$ cat src/sv/rtcb_pkg.sv
`timescale 1ns / 1ps
`default_nettype none
// ----------------------------------------------------------------------------
// rtcb_pkg
// Codes, phase constants and BCD helpers for the three-wire RTC access unit.
// ----------------------------------------------------------------------------
package rtcb_pkg;

	// Request codes carried by the mode field
	typedef enum logic [1:0] {
		MODE_TICK  = 2'd0,
		MODE_WRITE = 2'd1,
		MODE_READ  = 2'd2,
		MODE_NONE  = 2'd3
	} mode_t;

	// Register indexes of the configuration port
	localparam logic REG_HOUR_ADDRESS = 1'b0;

	localparam logic [7:0] HOUR_ADDRESS_RESET = 8'd132;

	// Pin phases of one transaction
	localparam logic [5:0] PH_IDLE      = 6'd0;
	localparam logic [5:0] PH_START     = 6'd1;
	localparam logic [5:0] PH_ENABLE    = 6'd2;
	localparam logic [5:0] PH_BIT_FIRST = 6'd3;
	localparam logic [5:0] PH_RX_FIRST  = 6'd20;
	localparam logic [5:0] PH_BIT_LAST  = 6'd34;
	localparam logic [5:0] PH_CLK_LOW   = 6'd35;
	localparam logic [5:0] PH_CLK_HIGH  = 6'd36;
	localparam logic [5:0] PH_LAST      = 6'd37;

	// Pin levels as one group
	typedef struct packed {
		logic ce;
		logic sclk;
		logic dout;
		logic drive;
	} pins_t;

	// Decimal to BCD; tens by reciprocal multiply (exact for 0..127)
	function automatic logic [7:0] dec_to_bcd(input logic [6:0] v);
		logic [14:0] prod;
		logic [3:0]  tens;
		logic [6:0]  tens_x10;
		logic [6:0]  ones;
		prod     = {8'd0, v} * 15'd205;
		tens     = prod[14:11];
		tens_x10 = {tens, 3'b000} - {3'b000, tens} - {3'b000, tens} + {2'b00, tens, 1'b0}
			+ {3'b000, tens} + {3'b000, tens};
		ones     = v - tens_x10;
		return {tens, ones[3:0]};
	endfunction

	// BCD to decimal; the hour register keeps the full tens nibble
	function automatic logic [7:0] bcd_to_dec(input logic [7:0] d, input logic hour);
		logic [7:0] tens;
		tens = hour ? {4'd0, d[7:4]} : {5'd0, d[6:4]};
		return (tens << 3) + (tens << 1) + {4'd0, d[3:0]};
	endfunction

endpackage
`default_nettype wire

$ cat src/sv/rtc_three_wire_bcd_access_unit.sv
`timescale 1ns / 1ps
`default_nettype none
// ----------------------------------------------------------------------------
// rtc_three_wire_bcd_access_unit
// Master for a three-wire RTC register interface with BCD conversion.
// ----------------------------------------------------------------------------
// Usage:
//   The input channel (in_valid/in_ready) carries one beat per request or
//   tick: mode 1 starts a write of value to reg_address, mode 2 starts a
//   read from reg_address plus one, mode 0 advances the pins one phase.
//   Every input beat yields exactly one output beat (out_valid/out_ready)
//   holding the pin levels, busy, done, the last read result and the
//   rejected flag. A transaction runs 37 beats from the start request to
//   the beat that drops enable and pulses done.
//   Each output beat is registered and appears in the cycle after its input
//   beat is accepted; throughput is one beat per cycle while the receiver
//   drains the output register. in_ready stays high while the output
//   register is empty or is being drained in the same cycle, so a stalled
//   receiver holds the waiting beat and blocks new input only while it is
//   full.
//   Reset empties the output register, returns the sequencer to idle, clears
//   the shift registers and the last read result, and loads hour_address
//   with 132. hour_address is written on the APB port at byte address 0.
// ----------------------------------------------------------------------------
module rtc_three_wire_bcd_access_unit (
	input  wire logic        clk,
	input  wire logic        arst_n,
	// APB configuration port
	input  wire logic        psel,
	input  wire logic        penable,
	input  wire logic        pwrite,
	input  wire logic [2:0]  paddr,
	input  wire logic [31:0] pwdata,
	output logic      [31:0] prdata,
	output logic             pready,
	// Input channel
	input  wire logic        in_valid,
	output logic             in_ready,
	input  wire logic [1:0]  mode,
	input  wire logic [7:0]  reg_address,
	input  wire logic [6:0]  value,
	input  wire logic        io_in,
	// Output channel
	output logic             out_valid,
	input  wire logic        out_ready,
	output logic             chip_enable,
	output logic             serial_clock,
	output logic             io_out,
	output logic             io_drive,
	output logic             busy_res,
	output logic             done_res,
	output logic      [7:0]  read_value,
	output logic             rejected
);
	import rtcb_pkg::*;

	// Configuration
	logic [7:0]  hour_q;

	// Sequencer state
	logic [5:0]  phase_q,  phase_n;
	logic [15:0] tx_q,     tx_n;
	logic [7:0]  rx_q,     rx_n;
	logic        read_q,   read_n;
	logic        hour_hit_q, hour_hit_n;
	logic [7:0]  last_q,   last_n;

	// Step results
	logic [5:0]  shown;
	logic [5:0]  np;
	logic [5:0]  offs;
	logic [3:0]  bit_idx;
	logic        done_n;
	logic        rej_n;
	pins_t       pins_n;

	// Output register
	logic        out_valid_q;
	pins_t       pins_q;
	logic        busy_q;
	logic        done_q;
	logic [7:0]  rdval_q;
	logic        rej_q;

	logic        in_fire;
	logic        cfg_fire;
	mode_t       mode_in;

	assign mode_in  = mode_t'(mode);
	assign in_ready = !out_valid_q || out_ready;
	assign in_fire  = in_valid && in_ready;

	// APB: always ready, hour_address at index 0
	assign pready   = 1'b1;
	assign cfg_fire = psel && penable && pwrite;
	assign prdata   = (paddr[2] == REG_HOUR_ADDRESS) ? {24'd0, hour_q} : 32'd0;

	always_ff @(posedge clk or negedge arst_n) begin
		if (!arst_n) begin
			hour_q <= HOUR_ADDRESS_RESET;
		end else if (cfg_fire && paddr[2] == REG_HOUR_ADDRESS) begin
			hour_q <= pwdata[7:0];
		end
	end

	// Next state and result of one beat
	always_comb begin
		phase_n    = phase_q;
		tx_n       = tx_q;
		rx_n       = rx_q;
		read_n     = read_q;
		hour_hit_n = hour_hit_q;
		last_n     = last_q;
		shown      = phase_q;
		np         = phase_q + 6'd1;
		done_n     = 1'b0;
		rej_n      = 1'b0;
		case (mode_in)
			MODE_WRITE, MODE_READ: begin
				if (phase_q != PH_IDLE) begin
					// Busy: drop the request, hold the phase
					rej_n = 1'b1;
				end else begin
					hour_hit_n = (reg_address == hour_q);
					read_n     = (mode_in == MODE_READ);
					rx_n       = 8'd0;
					if (mode_in == MODE_READ) begin
						tx_n = {8'd0, reg_address + 8'd1};
					end else begin
						tx_n = {dec_to_bcd(value), reg_address};
					end
					phase_n = PH_START;
					shown   = PH_START;
				end
			end
			MODE_TICK: begin
				if (phase_q != PH_IDLE) begin
					// Sample the answer on each clock rise of the data byte
					if (read_q && np >= PH_RX_FIRST && np <= PH_BIT_LAST && !np[0]) begin
						rx_n = {io_in, rx_q[7:1]};
					end
					if (np >= PH_LAST) begin
						if (read_q) begin
							last_n = bcd_to_dec(rx_n, hour_hit_q);
						end
						done_n  = 1'b1;
						phase_n = PH_IDLE;
						shown   = PH_LAST;
					end else begin
						phase_n = np;
						shown   = np;
					end
				end
			end
			default: begin
			end
		endcase

		// Pin levels for the phase shown on this beat
		offs    = shown - PH_BIT_FIRST;
		bit_idx = offs[4:1];
		pins_n  = '0;
		if (shown == PH_ENABLE || shown == PH_CLK_LOW) begin
			pins_n.ce = 1'b1;
		end else if (shown >= PH_BIT_FIRST && shown <= PH_BIT_LAST) begin
			pins_n.ce    = 1'b1;
			pins_n.sclk  = offs[0];
			pins_n.drive = !read_n || !bit_idx[3];
			pins_n.dout  = pins_n.drive && tx_n[bit_idx];
		end else if (shown == PH_CLK_HIGH) begin
			pins_n.ce   = 1'b1;
			pins_n.sclk = 1'b1;
		end else if (shown == PH_LAST) begin
			pins_n.sclk = 1'b1;
		end
	end

	// Commit state on each accepted beat
	always_ff @(posedge clk or negedge arst_n) begin
		if (!arst_n) begin
			phase_q    <= PH_IDLE;
			tx_q       <= '0;
			rx_q       <= '0;
			read_q     <= 1'b0;
			hour_hit_q <= 1'b0;
			last_q     <= '0;
		end else if (in_fire) begin
			phase_q    <= phase_n;
			tx_q       <= tx_n;
			rx_q       <= rx_n;
			read_q     <= read_n;
			hour_hit_q <= hour_hit_n;
			last_q     <= last_n;
		end
	end

	// Output register: load on accept, empty when drained
	always_ff @(posedge clk or negedge arst_n) begin
		if (!arst_n) begin
			out_valid_q <= 1'b0;
		end else if (in_fire) begin
			out_valid_q <= 1'b1;
		end else if (out_ready) begin
			out_valid_q <= 1'b0;
		end
	end

	always_ff @(posedge clk) begin
		if (in_fire) begin
			pins_q  <= pins_n;
			busy_q  <= (phase_n != PH_IDLE);
			done_q  <= done_n;
			rdval_q <= last_n;
			rej_q   <= rej_n;
		end
	end

	assign out_valid    = out_valid_q;
	assign chip_enable  = pins_q.ce;
	assign serial_clock = pins_q.sclk;
	assign io_out       = pins_q.dout;
	assign io_drive     = pins_q.drive;
	assign busy_res     = busy_q;
	assign done_res     = done_q;
	assign read_value   = rdval_q;
	assign rejected     = rej_q;

	// The sequencer never parks on the final phase
	a_phase_range: assert property (@(posedge clk) disable iff (!arst_n)
		phase_q <= PH_CLK_HIGH)
		else $error("phase beyond last stored value");

	// A start request while busy is flagged and leaves the phase alone
	a_reject: assert property (@(posedge clk) disable iff (!arst_n)
		in_fire && phase_q != PH_IDLE && (mode_in == MODE_WRITE || mode_in == MODE_READ)
		|=> rejected && $stable(phase_q))
		else $error("busy request not rejected");

	// Done ends the transaction
	a_done_idle: assert property (@(posedge clk) disable iff (!arst_n)
		out_valid && done_res |-> !busy_res && !chip_enable)
		else $error("done while still busy");

	// The data line is quiet whenever the master does not drive it
	a_quiet_io: assert property (@(posedge clk) disable iff (!arst_n)
		out_valid && !io_drive |-> !io_out)
		else $error("io_out set while not driving");

	// A tick from the clock-low phase raises the clock with enable still high
	a_last_edge: assert property (@(posedge clk) disable iff (!arst_n)
		in_fire && mode_in == MODE_TICK && phase_q == PH_CLK_LOW
		|=> chip_enable && serial_clock && busy_res)
		else $error("final clock edge missing");

endmodule
`default_nettype wire

$ cat config.mk
export PLATFORM = sky130hd
export DESIGN_NAME = rtc_three_wire_bcd_access_unit
export DESIGN_NICKNAME = d
export VERILOG_FILES = /design/src/sv/rtcb_pkg.sv /design/src/sv/rtc_three_wire_bcd_access_unit.sv
export SDC_FILE = /design/constraint.sdc
export NUM_CORES = 1
export LEC_CHECK = 0
export BUFFER_PORTS_ARGS = -buffer_cell sky130_fd_sc_hd__buf_2
export CAP_MARGIN = 20
export CORE_MARGIN = 10
export CORE_UTILIZATION = 51
export DETAILED_ROUTE_END_ITERATION = 10
export GPL_TIMING_DRIVEN = 0
export PLACE_DENSITY = 0.78
export SLEW_MARGIN = 20
export SYNTH_ARGS = -nofsm -noshare
export SYNTH_HDL_FRONTEND = slang
export SYNTH_SLANG_ARGS = --single-unit
$ cat constraint.sdc
create_clock -name clk -period 4.16 [get_ports clk]
set_input_delay 0.624 -clock clk [delete_from_list [all_inputs] [get_ports clk]]
set_output_delay 0.624 -clock clk [all_outputs]
set_load 0.02 [all_outputs]
# == Word-level counts from Yosys, hierarchy flattened ==
# Cells that the tools add are included.
# op_classes
n_bitwise,3
n_mux,34
n_lt_le_gt_ge,6
mul,1
n_addsub,11
eq_ne,9
n_reduce_logical,27
# op_table
cell,count
two-way mux 8 bit,10
two-way mux 16 bit,3
two-way mux 6 bit,5
one-hot mux 6 bit (2 select lines),2
equality test 6 bit (second input constant),3
one-hot mux 8 bit (2 select lines),1
multiplier 7 x 8 -> 15 bit (second input constant),1
adder 4 bit,3
less-or-equal comparator 6 bit (second input constant),2
nonzero test 6 bit,2
subtractor 4 bit,3
two-way mux 1 bit,11
logical AND 1 bit,9
adder 7 x 5 -> 8 bit,1
adder 8 x 1 -> 8 bit (second input constant),1
adder 8 x 4 -> 8 bit,1
equality test 8 bit,1
adder 6 x 1 -> 6 bit (second input constant),1
equality test 6 x 2 -> 1 bit (second input constant),1
greater-or-equal comparator 6 x 2 -> 1 bit (second input constant),1
greater-or-equal comparator 6 x 5 -> 1 bit (second input constant),1
greater-or-equal comparator 6 bit (second input constant),1
OR reduction 2 bit,3
less-than comparator 4 x 5 -> 1 bit (second input constant),1
14 further kinds,23
# word_totals
elab_cells,107
input_bits,60
out_inout_bits,50
reg_bits,64

# == Depth between registers and ports, before layout ==
# Gate-level depths: netlist (run 1).
# depth
depth_word,15
mapped_depth,26

# == Worst setup path before layout (run 1) ==
# No wires, ideal clock.
# synth_path
kind,in2reg
start,input port value[4]
end,"register pins_q (netlist bit io_out), data pin"
slack_ns,-2.273
t_arrival_ns,6.172
path_stages,26
setup_time_ns,0.261
required_ns,3.899
path_buffers,0
cell_sequence,ha_1 ha_1 fa_1 inv_1 fa_1 inv_1 ha_1 a311o_1 a31oi_1 o211ai_1 a21oi_1 xor2_1 inv_1 ha_1 ha_1 inv_1 fa_1 inv_1 ha_1 a21oi_1 xnor2_1 xnor2_1 xnor2_1 mux2i_1 a211oi_1 o311a_1
# synth_between
elab_chain_cells,13
# synth_lines
element,line_no,text
start: declaration,rtc_three_wire_bcd_access_unit.sv:41,"input wire logic [6:0] value,"
multiplier 7 x 8 -> 15 bit (*),rtcb_pkg.sv:47,"prod = {8'd0, v} * 15'd205;"
subtractor 4 bit (2 in a row),rtcb_pkg.sv:49,"tens_x10 = {tens, 3'b000} - {3'b000, tens} - {3'b000, tens} + {2'b00, tens, 1'b0}"
adder 4 bit,rtcb_pkg.sv:49,
adder 4 bit (2 in a row),rtcb_pkg.sv:50,"+ {3'b000, tens} + {3'b000, tens};"
subtractor 4 bit,rtcb_pkg.sv:51,ones = v - tens_x10;
two-way mux 16 bit (*),rtc_three_wire_bcd_access_unit.sv:127,if (mode_in == MODE_READ) begin
two-way mux 16 bit (*),rtc_three_wire_bcd_access_unit.sv:120,if (phase_q != PH_IDLE) begin
two-way mux 16 bit (*),rtc_three_wire_bcd_access_unit.sv:118,case (mode_in)
binary-select mux 1 bit (select 4 bit) (*),rtc_three_wire_bcd_access_unit.sv:169,pins_n.dout = pins_n.drive && tx_n[bit_idx];
two-way mux 1 bit (not written as such) (*),rtc_three_wire_bcd_access_unit.sv:169,
logical AND 1 bit (*),rtc_three_wire_bcd_access_unit.sv:169,
end signal: assignment,rtc_three_wire_bcd_access_unit.sv:210,pins_q <= pins_n;
end: declaration,rtc_three_wire_bcd_access_unit.sv:79,pins_t pins_q;
# Every way passes the cells marked *; elsewhere a longest branch is shown, timed or not. The select of a mux whose other input is x is not followed.
# A chain may end at the register's enable or synchronous reset.

# == Worst setup path in the final report (run 1) ==
# Same ends and word-level chain as after synthesis.

==> results of run 1 <==
-- cell type report --
type	instances	area, um^2	share of cell area (%)
Sequential cell	64	1680	24.6
Tap cell	136	170	2.49
Buffer	45	295	4.32
Clock buffer	13	180	2.64
Clock inverter	3	21.3	0.311
Multi-Input combinational cell	448	3790	55.5
Inverter	43	161	2.36
Timing Repair Buffer	85	529	7.75
-- placed cells by master (no fill, tap or decap), types with 25 or more instances in the layout --
cell	count
ha_1	45
mux2_2	26
conb_1	25
nand2_1	76
dfrtp_1	46
buf_2	55
inv_1	37
buf_4	54
o21ai_0	28
-- where the power goes --
group / internal [W] / switching [W]
Combinational: 0.000969 / 0.00105
Sequential: 0.000769 / 0.0000678
Clock: 0.000287 / 0.000257
-- cells in the mapped netlist, drive strengths merged (6+ instances only) --
cell type   n  area share, %
a211oi      6           0.91
a21o        9            1.2
a21oi      17            1.5
a31oi       6           0.68
buf        31            4.2
clkbuf     15            1.0
dfrtp      47             21
edfxtp     15            8.2
fa         13            4.7
ha         60             14
inv        42            2.9
mux2       31            6.4
mux2i       7            1.3
nand2      76            5.2
nand2b      7           0.80
nand3      16            1.5
nor2       20            1.4
nor2b      18            2.0
o211ai      6            1.0
o21ai      34            3.2
xnor2      21            3.5
xor2        9            1.4
-- cell families (layout without fill, tap and decap cells) --
| family | Yosys count | count (layout) | synth area share, % |
|---|---|---|---|
| AO/OA/AOI/OAI | 114 | 114 | 14.7 |
| XOR/XNOR | 30 | 30 | 4.91 |
| adder cells (fa/ha/maj) | 73 | 73 | 18.4 |
| buffers and inverters | 89 | 189 | 8.20 |
| flip-flops | 64 | 64 | 30.5 |
| multiplexers | 41 | 41 | 8.91 |
| other | 2 | 25 | 0.136 |
| AND/OR/NAND/NOR | 165 | 165 | 14.3 |
-- flip-flops by register name, summed over array words and instances, names as in the netlist, 6 cells and up --
| register | count |
|---|---|
| phase_q | 6 |
| rx_q | 8 |
| last_q | 8 |
| read_value | 8 |
| tx_q | 16 |
| hour_q | 8 |
-- path summary, 6_finish.rpt --
path	end	slack (ns)	depth (start not counted)
max	io_out	-2.00	27
min	last_q[4]	0.29	1
max reg2reg	io_out	-0.21	16
min reg2reg	last_q[2]	0.48	2
max in group asynchronous	phase_q[0]	3.41	1
min in group clk	out_valid	0.47	2
-- per-stage QoR --
| stage | utilization (%) | setup WS, ns | hold slack [ns] | TNS [ns] |
|---|---|---|---|---|
| 3_3_place_gp | 59.2 | -2.43 | 0.451 | -8.09 |
| 5_1_grt | 65.6 | -2.18 | 0.328 | -5.67 |
| 6_report | 65.6 | -2.00 | 0.287 | -4.98 |
| 3_5_place_dp | 59.3 | -2.49 | 0.461 | -9.14 |
| 4_1_cts | 62.9 | -1.93 | 0.309 | -4.90 |
| 2_1_floorplan | - | -1.92 | 0.328 | -4.91 |
-- per-layer routing --
metal | share of wire, % | vias to the layer above
met3 | 6.2 | 27
li1 | - | 2219
met1 | 41 | 2260
met4 | 1.9 | 0
met2 | 51 | 167
met5 | 0 | -
-- timing repair --
item / 4_1_cts / 5_1_grt
hold buffers: 0 / 0
cloned: 1 / 0
pin swaps: 21 / 21
buffers inserted: 12 / 14
resized for setup: 20 / 31
endpoints found under the setup margin: 15 / 8
==> qor.txt, run 1 <==
Status: finished, violations left
Violated checks: negative setup slack
Post-synthesis sequential area ratio: 30.5%
Pwr Density: 498 nW/um^2
Final #Nets: 829
Initial DRC count: 445
Drt total wl: 14.0 mm
CTS tree: built
Synth Area per Inst: 9.53 um^2
Dpl cells: 795
CTS Sinks: 64
Predominant post-synthesis flop cell: dfrtp_1
Area Overhead vs Synth: 24.0%
Clock transition at path regs: 0.07 ns
Avg WL per Cell: 16.7 um
Met3 global-route usage: 3.53%
Cell family with most CP delay: adder cells
GR peak layer: met2
Via-to-Cell Ratio: 5.58
Max_cap viols: 0
Post-Layout Cell Count: 837
Root Driver: clkbuf_8
Met2 Use GR: 29.4%
EDFF count, synth: 15
Number of fill cells: 801
Crit. End Element: flip-flop
Post-route ant nets: 0
Share of layout cells above drive strength 1: 31.7%
Fin worst setup slack: -2.00 ns
Cell area after synthesis: 5510 um^2
Required @ worst endpoint: 4.26 ns
Unrepaired setup endpoints after global routing: yes
DP Area: 6170 um^2
Final Cycle Share: 148%
Core Footprint: 10400 um^2
P_leak: 3.27 nW
Residual DRC: 0
Hold Fails Final Rpt: 0
Worst-Margin Slew: 0.768 ns
Cell area after layout: 6830 um^2
Peak Freq: 0.162 GHz
Diode count: 0
Yosys warning count: 0
Initial core utilization: 52.9%
Worst hold path class: input port to asynchronous set/reset pin
Reg2Reg Launch Point: phase_q[0]
Worst path bufs/invs: 7
Top cell by count, worst path: ha_4
Clk_skew: 0.0138 ns
# port buffers: 58
Io pins: 110
Async set or reset register ratio after synthesis: 76.6%
Tot GR Track Use: 17.6%
Largest net degree at the start of global routing: 50
H-tree level count: 3
Final setup fails: 4
Site Rows: 37
CP peak stage delay: 0.56 ns
Final GP Congestion: 0.916
Post-Syn Instances: 578
Initial antenna violation count: 0
Slew margin rel.: 48.1%
Crit path from: value[4]
Worst VDD drop: 0.731 mV
CP max stage cell: fa_1
Setup CP Type: input port to flip-flop
First-pass GRT wire length: 22.0 mm
Die ar.: 15400 um^2
Post-synthesis register bit count: 64
Crit path max fanout: 3
DP Wirelength: 9.91 mm
Global route overflow: 0
Latest clock arrival within the worst-skew pair: 0.36 ns
Slew Viols, Final: 0
Final Total Pwr: 0.00340 W
Die Width: 124 um
Max clock buf depth: 2
Via count: 4673
Worst setup SP type: input port
Vias in the first global route: 4550
Met1 usage: 22.6%
Die height: 124 um
Post-route minimum period: 6.16 ns
Post-synth cell types: 72
Critical Path AT: 6.26 ns
CTS Buf Count: 9
Drt first pass iters: 5
(Power assumes the default switching activity.)
==> run 2: changes to the inputs <==
--- a/config.mk
+++ b/config.mk
@@ -6,7 +6,8 @@
 export NUM_CORES = 1
 export LEC_CHECK = 0
 export BUFFER_PORTS_ARGS = -buffer_cell sky130_fd_sc_hd__buf_2
-export CAP_MARGIN = 20
+export CAP_MARGIN = 0
+export CORE_ASPECT_RATIO = 1.2
 export CORE_MARGIN = 10
 export CORE_UTILIZATION = 51
 export DETAILED_ROUTE_END_ITERATION = 10
==> run 2 against run 1 <==
Net effect:
- the run still ends with negative setup slack left
- register-to-register slack about the same
- largest power group unchanged
- via count shrank 2.2%
- count of clock-buffer cells in the layout decreased by 4
- global-route usage down 0.50 points
- clock skew down 0.0074 ns
- final cell count decreased by 1.7%
- first-iteration DRC count down 44%
- sequential cell count unchanged
- highest routed layer unchanged
- sequential power grew 1%
- die area increased by 0.11%
- maximum frequency increased by 1.9%
==> qor.txt, run 2 (synthesis results as in run 1) <==
Via-to-Cell Ratio: 5.55 (-0.52%)
Drt total wl: 13.5 mm (-3.6%)
Die Width: 115 um (-7.3%)
Die height: 134 um (+8.0%)
Final Total Pwr: 0.00352 W (+3.4%)
Switching share of total power: 38.3% (-2.1 points)
Site Rows: 41 (+11%)
Final Cycle Share: 145% (-2.8 points)
Worst VDD drop: 0.642 mV (-12%)
Status: finished, violations left
Internal power: 0.00217 W (+7.1%)
Clk_skew: 0.00631 ns (-0.00744 ns)
Max reg flops: 16 (unchanged)
Final #Nets: 822 (-0.84%)
Tot GR Track Use: 17.1% (-0.50 points)
Final setup fails: 4 (unchanged)
Critical Path AT: 6.12 ns (-0.14 ns)
Share of layout cells above drive strength 1: 30.7% (-0.98 points)
Avg WL per Cell: 16.4 um (-1.9%)
GR peak layer: met2
Commonest non-fill, non-tap cells in the layout: nand2_1 (76), buf_2 (54), buf_4 (48)
Most flops, register: tx_q
Setup CP Type: input port to flip-flop
Slew margin rel.: 42.5% (-5.7 points)
CTS tree: built
Worst-Margin Slew: 0.852 ns (+0.0842 ns)
Initial core utilization: 52.4% (-0.50 points)
Max clock buf depth: 2 (unchanged)
Hold Fails Final Rpt: 0 (unchanged)
Pwr Density: 516 nW/um^2 (+3.7%)
Core Util, Final: 64.8% (-0.79 points)
Unrepaired setup endpoints after global routing: yes
Commonest non-fill, non-tap cell in the layout: nand2_1
Slew Viols, Final: 0 (unchanged)
Number of fill cells: 793 (-1.0%)
Post-route minimum period: 6.05 ns (-0.114 ns)
Largest net degree at the start of global routing: 50 (unchanged)
Vias in the first global route: 4629 (+1.7%)
Crit path max fanout: 4 (+1)
P_leak: 3.27 nW (-0.13%)
Worst setup SP type: input port
Cts hold-fix bufs: 0 (unchanged)
Met3 global-route usage: 2.72% (-0.81 points)
Fin worst setup slack: -1.89 ns (+0.114 ns)
Global route overflow: 0 (unchanged)
Max_cap viols: 0 (unchanged)
Initial antenna violation count: 0 (unchanged)
Gate power share: 54.4% (-5.0 points)
Die ar.: 15400 um^2 (+0.11%)
DP Wirelength: 9.97 mm (+0.68%)
Seq pwr share: 24.0% (-0.6 points)
Initial DRC count: 251 (-44%)
Diode count: 0 (unchanged)
Area Overhead vs Synth: 23.7%
Post-route ant nets: 0 (unchanged)
CTS Sinks: 64 (unchanged)
Residual DRC: 0 (unchanged)
Final GP Congestion: 0.872 (-4.7%)
Violated checks: negative setup slack
Clock transition at path regs: 0.06 ns (about the same)
Worst hold path class: input port to asynchronous set/reset pin
Required @ worst endpoint: 4.23 ns (-0.03 ns)
Drt first pass iters: 5 (unchanged)
Io pins: 110 (unchanged)
Peak Freq: 0.165 GHz (+1.9%)
Core Footprint: 10500 um^2 (+0.96%)
# port buffers: 58 (unchanged)
Clock power frac: 21.6% (+5.6 points)
Met1 usage: 19.2% (-3.4 points)
H-tree level count: 3 (unchanged)
Switching power: 0.00135 W (-2.1%)
Via count: 4571 (-2.2%)
Latest clock arrival within the worst-skew pair: 0.33 ns (-0.03 ns)
Met2 Use GR: 31.1% (+1.7 points)
Crit. End Element: flip-flop
First-pass GRT wire length: 22.0 mm (about the same)
CTS Buf Count: 9 (unchanged)
Setup TNS: -4.77 ns (+0.203 ns)
Root Driver: clkbuf_16
run 2: metal layers:
| metal | up-vias | share of wire [%] |
|---|---|---|
| met1 | 2216 | 39 |
| li1 | 2202 | - |
| met4 | 0 | 2.2 |
| met2 | 128 | 55 |
| met5 | - | 0 |
| met3 | 25 | 4.3 |
run 2: cell type report:
type / count / area [um^2] / area share (%)
Buffer: 45 / 295 / 4.33
Clock buffer: 9 / 225 / 3.31
Clock inverter: 7 / 71.3 / 1.05
Inverter: 43 / 161 / 2.37
Multi-Input combinational cell: 448 / 3740 / 54.9
Sequential cell: 64 / 1680 / 24.7
Tap cell: 129 / 161 / 2.37
Timing Repair Buffer: 78 / 479 / 7.03
run 2: critical path, stage by stage:
cell      delay (ns)
buf_12          0.11
ha_4            0.23
ha_4            0.23
fa_1            0.47
inv_1           0.05
fa_1            0.49
inv_2           0.05
ha_4            0.15
a311o_1         0.29
a31oi_1         0.15
o211ai_1        0.19
buf_4           0.20
xor2_2          0.19
inv_2           0.07
ha_4            0.24
fa_1            0.54
inv_1           0.06
ha_1            0.28
a21o_1          0.20
a21oi_4         0.17
xnor2_2         0.13
xnor2_1         0.15
xnor2_1         0.15
mux2i_1         0.27
a211oi_1        0.11
o311a_1         0.32
run 2: power by group through the flow:
| stage | Combinational (W) | Clock, W | Sequential, W |
|---|---|---|---|
| after floorplan | 0.00125 | 0 | 0.000843 |
| after global placement | 0.00152 | 0 | 0.000839 |
| after detailed placement | 0.00159 | 0 | 0.000848 |
| after CTS | 0.00171 | 0.000766 | 0.000841 |
| after global routing | 0.00209 | 0.000792 | 0.000858 |
| final | 0.00191 | 0.000758 | 0.000845 |
run 2: path summary, 6_finish.rpt:
| check | cells past startpoint | slack, ns | end | startpoint |
|---|---|---|---|---|
| max | 26 | -1.89 | io_out | value[4] |
| min | 1 | 0.30 | phase_q[1] | arst_n |
| max reg2reg | 14 | -0.22 | io_out | phase_q[0] |
| min reg2reg | 2 | 0.47 | last_q[2] | last_q[2] |
| max in group asynchronous | 1 | 3.35 | phase_q[0] | arst_n |
| min in group clk | 2 | 0.47 | last_q[2] | last_q[2] |
run 2: what timing repair did:
action	CTS	global route
pin swaps	17	19
buffers inserted	13	8
endpoints found under the setup margin	15	8
gates resized for setup	27	16
gates cloned	0	0
run 2: per-stage QoR:
stage	setup WS (ns)	instance area, um^2	hold WS [ns]	cells
after floorplan	-1.92	5710	0.328	601
after global placement	-2.44	6160	0.456	788
after detailed placement	-2.51	6160	0.458	788
after CTS	-1.86	6680	0.352	816
after global routing	-2.09	6810	0.374	823
final	-1.89	6810	0.304	823
